===== config.mk =====
export PLATFORM = sky130hd
export DESIGN_NAME = alignment_lcm_unit_top
export DESIGN_NICKNAME = d
export VERILOG_FILES = /design/src/hw/rtl/alcm_pkg.sv /design/src/hw/rtl/alignment_lcm_unit_top.sv /design/src/hw/rtl/alcm_datapath.sv /design/src/hw/rtl/alcm_ctrl.sv
export SDC_FILE = /design/constraint.sdc
export NUM_CORES = 2
export LEC_CHECK = 0
export BUFFER_PORTS_ARGS = -buffer_cell sky130_fd_sc_hd__clkbuf_2
export CORE_MARGIN = 8
export CORE_UTILIZATION = 32
export CTS_CLUSTER_DIAMETER = 120
export DETAILED_ROUTE_END_ITERATION = 8
export GPL_ROUTABILITY_DRIVEN = 0
export SYNTH_ARGS = -nofsm -noshare
export SYNTH_HDL_FRONTEND = slang
export SYNTH_SLANG_ARGS = --single-unit
export TNS_END_PERCENT = 10

===== constraint.sdc =====
create_clock -name clk -period 19.14 [get_ports clk]
set_clock_uncertainty 0.2 [all_clocks]
set_input_delay 1.914 -clock clk [delete_from_list [all_inputs] [get_ports clk]]
set_output_delay 1.914 -clock clk [all_outputs]
set_load 0.005 [all_outputs]

===== src/hw/rtl/alcm_pkg.sv =====
// Shared types, codes and constants of the alignment LCM unit.
package alcm_pkg;

  localparam int DEF_ALIGN_WIDTH = 32;
  localparam int REG_W           = 32;
  localparam int RES_W           = 64;
  localparam int ADDR_W          = 3;

  localparam logic [REG_W-1:0] UNIT_RESET = 32'd4096;

  // Register index, taken from paddr[2].
  typedef enum logic [0:0] {
    REG_START  = 1'b0,
    REG_LENGTH = 1'b1
  } reg_idx_t;

  typedef enum logic [0:0] {
    ACTION_LENGTH = 1'b0,
    ACTION_START  = 1'b1
  } action_t;

  typedef enum logic [2:0] {
    ST_IDLE,
    ST_TWOS,
    ST_GCD,
    ST_DIV,
    ST_MUL
  } state_t;

  typedef enum logic [3:0] {
    OP_HOLD,
    OP_LOAD,
    OP_HALVE_BOTH,
    OP_HALVE_A,
    OP_HALVE_B,
    OP_SUB,
    OP_DIV_START,
    OP_DIV_STEP,
    OP_STORE
  } op_t;

  typedef struct packed {
    op_t  op;
  } ctrl_t;

  typedef struct packed {
    logic a_even;
    logic b_even;
    logic a_eq_b;
    logic div_last;
    logic out_free;
  } status_t;

endpackage


===== src/hw/rtl/alignment_lcm_unit_top.sv =====
// Top level of the alignment LCM unit: configuration registers and unit wiring.
// Each item passes through load, binary GCD steps, restoring divide steps, the hand-over
// and the multiply, and waits before the multiply while an earlier result still waits at the output.
// One item at a time: the GCD and divide loops share the single subtractor, and the next item
// is taken while a result waits.
// Reset (synchronous): both units return to 4096, sequencer idle, no result held.
module alignment_lcm_unit_top #(
  parameter int ALIGN_WIDTH = alcm_pkg::DEF_ALIGN_WIDTH
) (
  input  logic                        clk,
  input  logic                        rst,
  input  logic                        psel,
  input  logic                        penable,
  input  logic                        pwrite,
  input  logic [alcm_pkg::ADDR_W-1:0] paddr,
  input  logic [alcm_pkg::REG_W-1:0]  pwdata,
  output logic [alcm_pkg::REG_W-1:0]  prdata,
  output logic                        pready,
  input  logic                        in_valid,
  output logic                        in_stall,
  input  logic                        action,
  input  logic [alcm_pkg::REG_W-1:0]  current_alignment,
  output logic                        out_valid,
  input  logic                        out_stall,
  output logic [alcm_pkg::RES_W-1:0]  combined_alignment
);
  import alcm_pkg::*;

  logic [REG_W-1:0] start_align_unit;
  logic [REG_W-1:0] length_align_unit;
  logic             cfg_write;
  reg_idx_t         cfg_idx;
  ctrl_t            ctrl;
  status_t          status;

  assign pready    = 1'b1;
  assign cfg_idx   = reg_idx_t'(paddr[2]);
  assign cfg_write = psel & penable & pwrite & pready;

  always_ff @(posedge clk) begin
    if (rst) begin
      start_align_unit  <= UNIT_RESET;
      length_align_unit <= UNIT_RESET;
    end else if (cfg_write) begin
      unique case (cfg_idx)
        REG_START:  start_align_unit  <= pwdata;
        REG_LENGTH: length_align_unit <= pwdata;
        default: ;
      endcase
    end
  end

  always_comb begin
    unique case (cfg_idx)
      REG_START:  prdata = start_align_unit;
      REG_LENGTH: prdata = length_align_unit;
      default:    prdata = '0;
    endcase
  end

  alcm_ctrl u_ctrl (
    .clk      (clk),
    .rst      (rst),
    .in_valid (in_valid),
    .in_stall (in_stall),
    .status   (status),
    .ctrl     (ctrl)
  );

  alcm_datapath #(
    .ALIGN_WIDTH (ALIGN_WIDTH)
  ) u_datapath (
    .clk                (clk),
    .rst                (rst),
    .ctrl               (ctrl),
    .status             (status),
    .action             (action),
    .current_alignment  (current_alignment),
    .start_unit         (start_align_unit),
    .length_unit        (length_align_unit),
    .out_stall          (out_stall),
    .out_valid          (out_valid),
    .combined_alignment (combined_alignment)
  );

endmodule


===== src/hw/rtl/alcm_datapath.sv =====
// Operand registers, shared subtract/shift unit, divider state and result register.
module alcm_datapath #(
  parameter int ALIGN_WIDTH = alcm_pkg::DEF_ALIGN_WIDTH
) (
  input  logic                      clk,
  input  logic                      rst,
  input  alcm_pkg::ctrl_t           ctrl,
  output alcm_pkg::status_t         status,
  input  logic                      action,
  input  logic [alcm_pkg::REG_W-1:0] current_alignment,
  input  logic [alcm_pkg::REG_W-1:0] start_unit,
  input  logic [alcm_pkg::REG_W-1:0] length_unit,
  input  logic                      out_stall,
  output logic                      out_valid,
  output logic [alcm_pkg::RES_W-1:0] combined_alignment
);
  import alcm_pkg::*;

  localparam int W    = ALIGN_WIDTH;
  localparam int KW   = $clog2(W);
  localparam logic [KW-1:0] CNT_LAST = KW'(W - 1);

  logic [W-1:0]   a;
  logic [W-1:0]   b;
  logic [W-1:0]   xs;
  logic [W-1:0]   ys;
  logic [W-1:0]   g;
  logic [W-1:0]   rem;
  logic [W-1:0]   quo;
  logic [KW-1:0]  k;
  logic [KW-1:0]  cnt;
  logic           is_one;

  logic [REG_W-1:0] unit_sel;
  logic [W-1:0]     x_in;
  logic [W-1:0]     y_in;
  logic             a_ge_b;
  logic [W:0]       sub_l;
  logic [W:0]       sub_r;
  logic [W+1:0]     diff;
  logic             borrow;
  logic [2*W-1:0]   product;

  assign unit_sel = (action_t'(action) == ACTION_START) ? start_unit : length_unit;
  // A zero operand counts as one.
  assign x_in = (current_alignment[W-1:0] == '0) ? W'(1) : current_alignment[W-1:0];
  assign y_in = (unit_sel[W-1:0] == '0) ? W'(1) : unit_sel[W-1:0];

  assign a_ge_b = (a >= b);

  // The one subtractor serves both the GCD reduction and the restoring divider.
  always_comb begin
    if (ctrl.op == OP_DIV_STEP) begin
      sub_l = {rem, quo[W-1]};
      sub_r = {1'b0, g};
    end else if (a_ge_b) begin
      sub_l = {1'b0, a};
      sub_r = {1'b0, b};
    end else begin
      sub_l = {1'b0, b};
      sub_r = {1'b0, a};
    end
  end

  assign diff   = {1'b0, sub_l} - {1'b0, sub_r};
  assign borrow = diff[W+1];
  assign product = quo * ys;

  always_ff @(posedge clk) begin
    unique case (ctrl.op)
      OP_LOAD: begin
        a      <= x_in;
        b      <= y_in;
        xs     <= x_in;
        ys     <= y_in;
        k      <= '0;
        is_one <= (x_in == W'(1)) && (y_in == W'(1));
      end
      OP_HALVE_BOTH: begin
        a <= a >> 1;
        b <= b >> 1;
        k <= k + KW'(1);
      end
      OP_HALVE_A: a <= a >> 1;
      OP_HALVE_B: b <= b >> 1;
      // Both odd here, so the difference is even and halves exactly.
      OP_SUB: begin
        if (a_ge_b) begin
          a <= diff[W:1];
        end else begin
          b <= diff[W:1];
        end
      end
      OP_DIV_START: begin
        g   <= a << k;
        rem <= '0;
        quo <= xs;
        cnt <= '0;
      end
      OP_DIV_STEP: begin
        if (borrow) begin
          rem <= sub_l[W-1:0];
          quo <= {quo[W-2:0], 1'b0};
        end else begin
          rem <= diff[W-1:0];
          quo <= {quo[W-2:0], 1'b1};
        end
        cnt <= cnt + KW'(1);
      end
      OP_STORE: begin
        combined_alignment <= is_one ? '0 : RES_W'(product);
      end
      OP_HOLD: ;
      default: ;
    endcase
  end

  always_ff @(posedge clk) begin
    if (rst) begin
      out_valid <= 1'b0;
    end else if (ctrl.op == OP_STORE) begin
      out_valid <= 1'b1;
    end else if (!out_stall) begin
      out_valid <= 1'b0;
    end
  end

  assign status.a_even   = ~a[0];
  assign status.b_even   = ~b[0];
  assign status.a_eq_b   = (a == b);
  assign status.div_last = (cnt == CNT_LAST);
  assign status.out_free = ~out_valid | ~out_stall;

endmodule


===== src/hw/rtl/alcm_ctrl.sv =====
// Sequencer that steps the shared unit through GCD, division and multiply.
module alcm_ctrl (
  input  logic              clk,
  input  logic              rst,
  input  logic              in_valid,
  output logic              in_stall,
  input  alcm_pkg::status_t status,
  output alcm_pkg::ctrl_t   ctrl
);
  import alcm_pkg::*;

  state_t state;
  state_t state_next;

  always_ff @(posedge clk) begin
    if (rst) begin
      state <= ST_IDLE;
    end else begin
      state <= state_next;
    end
  end

  always_comb begin
    state_next = state;
    unique case (state)
      ST_IDLE: if (in_valid) state_next = ST_TWOS;
      ST_TWOS: if (!(status.a_even && status.b_even)) state_next = ST_GCD;
      ST_GCD:  if (status.a_eq_b) state_next = ST_DIV;
      ST_DIV:  if (status.div_last) state_next = ST_MUL;
      ST_MUL:  if (status.out_free) state_next = ST_IDLE;
      default: state_next = ST_IDLE;
    endcase
  end

  always_comb begin
    ctrl.op  = OP_HOLD;
    in_stall = (state != ST_IDLE);
    unique case (state)
      ST_IDLE: if (in_valid) ctrl.op = OP_LOAD;
      // Strip common factors of two first; they are restored into the GCD later.
      ST_TWOS: if (status.a_even && status.b_even) ctrl.op = OP_HALVE_BOTH;
      ST_GCD: begin
        priority if (status.a_eq_b) begin
          ctrl.op = OP_DIV_START;
        end else if (status.a_even) begin
          ctrl.op = OP_HALVE_A;
        end else if (status.b_even) begin
          ctrl.op = OP_HALVE_B;
        end else begin
          ctrl.op = OP_SUB;
        end
      end
      ST_DIV:  ctrl.op = OP_DIV_STEP;
      ST_MUL:  if (status.out_free) ctrl.op = OP_STORE;
      default: ctrl.op = OP_HOLD;
    endcase
  end

endmodule


==> key figures <==
Final layout
  • Area Growth Syn to Fin: 8.42%
  • Layout cells sized above 1: 7.98%
  • Fin nets: 6934

Hold path
  • Tightest Hold Check Type: flop to flop

Floorplan
  • Die ar.: 180000 um^2
  • # rows: 149
  • Die Height: 424 um
  • Initial Utilization: 32.3%
  • Ports: 174
  • Die width: 424 um
  • Core area: ~170000 um^2

Synthesis
  • Asr flop ratio synth: 0%
  • Synth Cell Area: 53300 um^2
  • Number of enable flip-flop cells after synthesis: between 200 and 300
  • Synth unique cells: 80
  • Predominant post-synthesis flop cell: edfxtp_1
  • Post-synthesis sequential area ratio: 19.4%
  • Mux contribution to synthesized area: 3.70%
  • Adder-cell share of the synthesized area: 41.5%
  • Top cell type by total area after synthesis: fa_1
  • Syn nets: roughly 7000
  • #FFs+latches synth: 367
  • Yosys warning count: 0
  • Post-Synth XOR/XNOR Area: around 1.4%
  • Synth Area in Compound Gates: between 7 and 8%
  • Mean post-synth cell area: roughly 9.3 um^2
  • Largest family of logic cells by synthesized area: adder cells
  • Fraction of the mapped netlist area in simple logic gates: ~17%
  • Synth top area cells: fa_1, edfxtp_1, ha_1
  • Post-synthesis cell count: 5705
  • Synth top area share: 33.7%

Global route
  • Vias in the first global route: 42337
  • Gr ovfl total: 0
  • Initial antenna violation count: 15
  • First-pass GRT wire length: 251000 um
  • Gr usage total: 17.9%
  • Pin count of the biggest net entering global routing: 88

Routing
  • Pre-antenna DRT Iters: 8
  • Via density: 5.08
  • Detailed router's first-iteration violation count: 3184
  • DRC Markers: 0
  • Final wirelength: 164000 um
  • Drt wl/cell: about 21 um
  • ANT nets after route: 0
  • Via count: 39922

Place
  • Dpl hpwl: 123000 um
  • IO buf count: 170

STA
  • Crit path time final: 9.40 ns
  • Final setup viols: 0
  • Final Hold Viols: 0
  • RSZ-0062 raised after global routing: no
  • Setup TNS Final: 0 ns
  • Worst slew margin: 10.3%
  • Fin crit share: 49.1%
  • Max-slew violation count: 0
  • Fmax: approximately 110 MHz
  • Worst Max-Slew Pin Slew: 1.35 ns

Setup path
  • Critical path data required time: 19.32 ns
  • Critical Path Fanout Max: 32
  • WP data arrival: approximately 9.6 ns
  • Critical path class: flop to flop
  • Startpoint types: flop
  • Crit end category: flop

CTS
  • Setup Buffers After CTS: 0
  • Clock transition at the registers of the reported paths: around 0.060 ns
  • CTS Buf Count: 46
  • PostCTS Resize Cnt: 0
  • H-tree Lvls: 2
  • CTS Root Cell: clkbuf_16
  • Clock Tree Buf Depth: 3
  • Clock tree sinks: between 300 and 400
  • Hold-fix buffers, CTS: 0
  • Clock insertion delay at the later pin of the skew report: 0.68 ns
  • TritonCTS clock tree: yes

Flow run
  • MaxCap Viol Count: 0

Run status
  • Status: finished, final reports clean
## path summary, 6_finish.rpt
check / from / end / slack (ns) / cells after the start
min: length_align_unit[6] / length_align_unit[6] / 0.26 / 2
max: u_datapath.ys[3] / u_datapath.combined_alignment[61] / 9.74 / 25
min reg2reg: length_align_unit[6] / length_align_unit[6] / 0.26 / 2
max reg2reg: u_datapath.ys[3] / u_datapath.combined_alignment[61] / 9.74 / 25
## worst max-delay path, stage by stage (launching register included)
cell and delay [ns]:
edfxtp_1 1.24, and2_1 0.28, fa_1 0.42, inv_1 0.08, fa_1 0.42, fa_1 0.51, fa_1 0.55, inv_1 0.05
fa_1 0.49, inv_1 0.06, fa_1 0.53, inv_1 0.05, fa_1 0.49, fa_1 0.43, ha_1 0.36, and2_1 0.19
nor2b_1 0.14, a21oi_1 0.24, o21ai_4 0.12, a21oi_4 0.27, o21ai_0 0.13, buf_4 0.18, a31oi_1 0.62, a31oi_1 0.33
a211oi_1 0.34, mux2_2 0.36
## area by class of cell
class	count	area, um^2
flip-flops and latches	367	10300
fillers	16858	107000
clock buffers	53	1230
multi-input cells	4043	38100
clock inverters	32	374
inverters	916	3440
repair buffers	256	1500
well taps	2189	2740
diodes	5	12.5
## per-layer routing
metal  wire length (um)  up-vias  track usage, %
li1                   -    17706               -
met1              67000    20400            22.9
met2              77200     1507            30.2
met3              12500      309            3.13
met4               7190        0            7.30
met5                  0        -               0
## stage by stage
step	util (%)	hold slack [ns]	worst slack, ns	instance area, um^2	cells
2_1_floorplan	-	0.243	11.54	53300	5705
3_3_place_gp	34.0	0.251	9.97	56100	7771
3_5_place_dp	34.0	0.256	9.97	56100	7771
4_1_cts	35.0	0.265	9.88	57700	7856
5_1_grt	35.0	0.285	9.41	57800	7858
6_report	35.0	0.263	9.74	57800	7861
## layout by cell type, fill, tap and decap left out, drive strengths merged, types with 68 or more instances in the layout
| cell type | count |
|---|---|
| a21oi | 266 |
| and2 | 616 |
| buf | 86 |
| clkbuf | 223 |
| dfxtp | 68 |
| edfxtp | 299 |
| fa | 897 |
| ha | 332 |
| inv | 923 |
| mux2i | 99 |
| nand2 | 849 |
| nor2 | 250 |
| o21ai | 115 |
## state kept, by name, summed over array words and instances, names as in the netlist
signal and cells:
start_align_unit 32, u_datapath.ys 32, u_datapath.rem 32, u_datapath.a 32, length_align_unit 32, u_datapath.cnt 5
u_datapath.g 32, u_datapath.k 5, u_datapath.is_one 1, u_ctrl.state 3, u_datapath.xs 32, u_datapath.b 32
u_datapath.combined_alignment 64, u_datapath.out_valid 1, u_datapath.quo 32
## cell families after synthesis
group,after synthesis
xor+xnor,88
flops,367
compound gates,638
other cells,1
fa+ha+maj,1229
simple gates,1912
buf+inv,1295
mux,175
## synthesized netlist by cell type (4+ instances only)
| library cell | number |
|---|---|
| nand4_1 | 31 |
| buf_4 | 4 |
| ha_1 | 332 |
| nand3b_1 | 6 |
| nor2_1 | 250 |
| and2_1 | 616 |
| a211o_1 | 7 |
| a211oi_1 | 33 |
| or3_1 | 4 |
| o211ai_1 | 8 |
| a21oi_1 | 264 |
| o21bai_1 | 20 |
| mux2_2 | 65 |
| edfxtp_1 | 299 |
| xor2_1 | 34 |
| a31oi_1 | 13 |
| nor4_1 | 15 |
| a21o_1 | 49 |
| mux4_2 | 11 |
| o21ai_0 | 110 |
| xnor2_1 | 54 |
| nor3_1 | 41 |
| inv_1 | 914 |
| dfxtp_1 | 68 |
| buf_1 | 30 |
| o22ai_1 | 9 |
| a41oi_1 | 4 |
| a22oi_1 | 23 |
| nand3_1 | 28 |
| and3_1 | 17 |
| a221oi_1 | 8 |
| mux2i_1 | 99 |
| o31ai_1 | 9 |
| fa_1 | 897 |
| or2_2 | 11 |
| clkbuf_1 | 340 |
| nor2b_1 | 23 |
| o21a_1 | 15 |
| a221o_1 | 26 |
| nand2b_1 | 8 |
| nand2_1 | 849 |
Power is not shown: default switching activity piles up to over one toggle a cycle in this logic, so the estimate is an artifact.
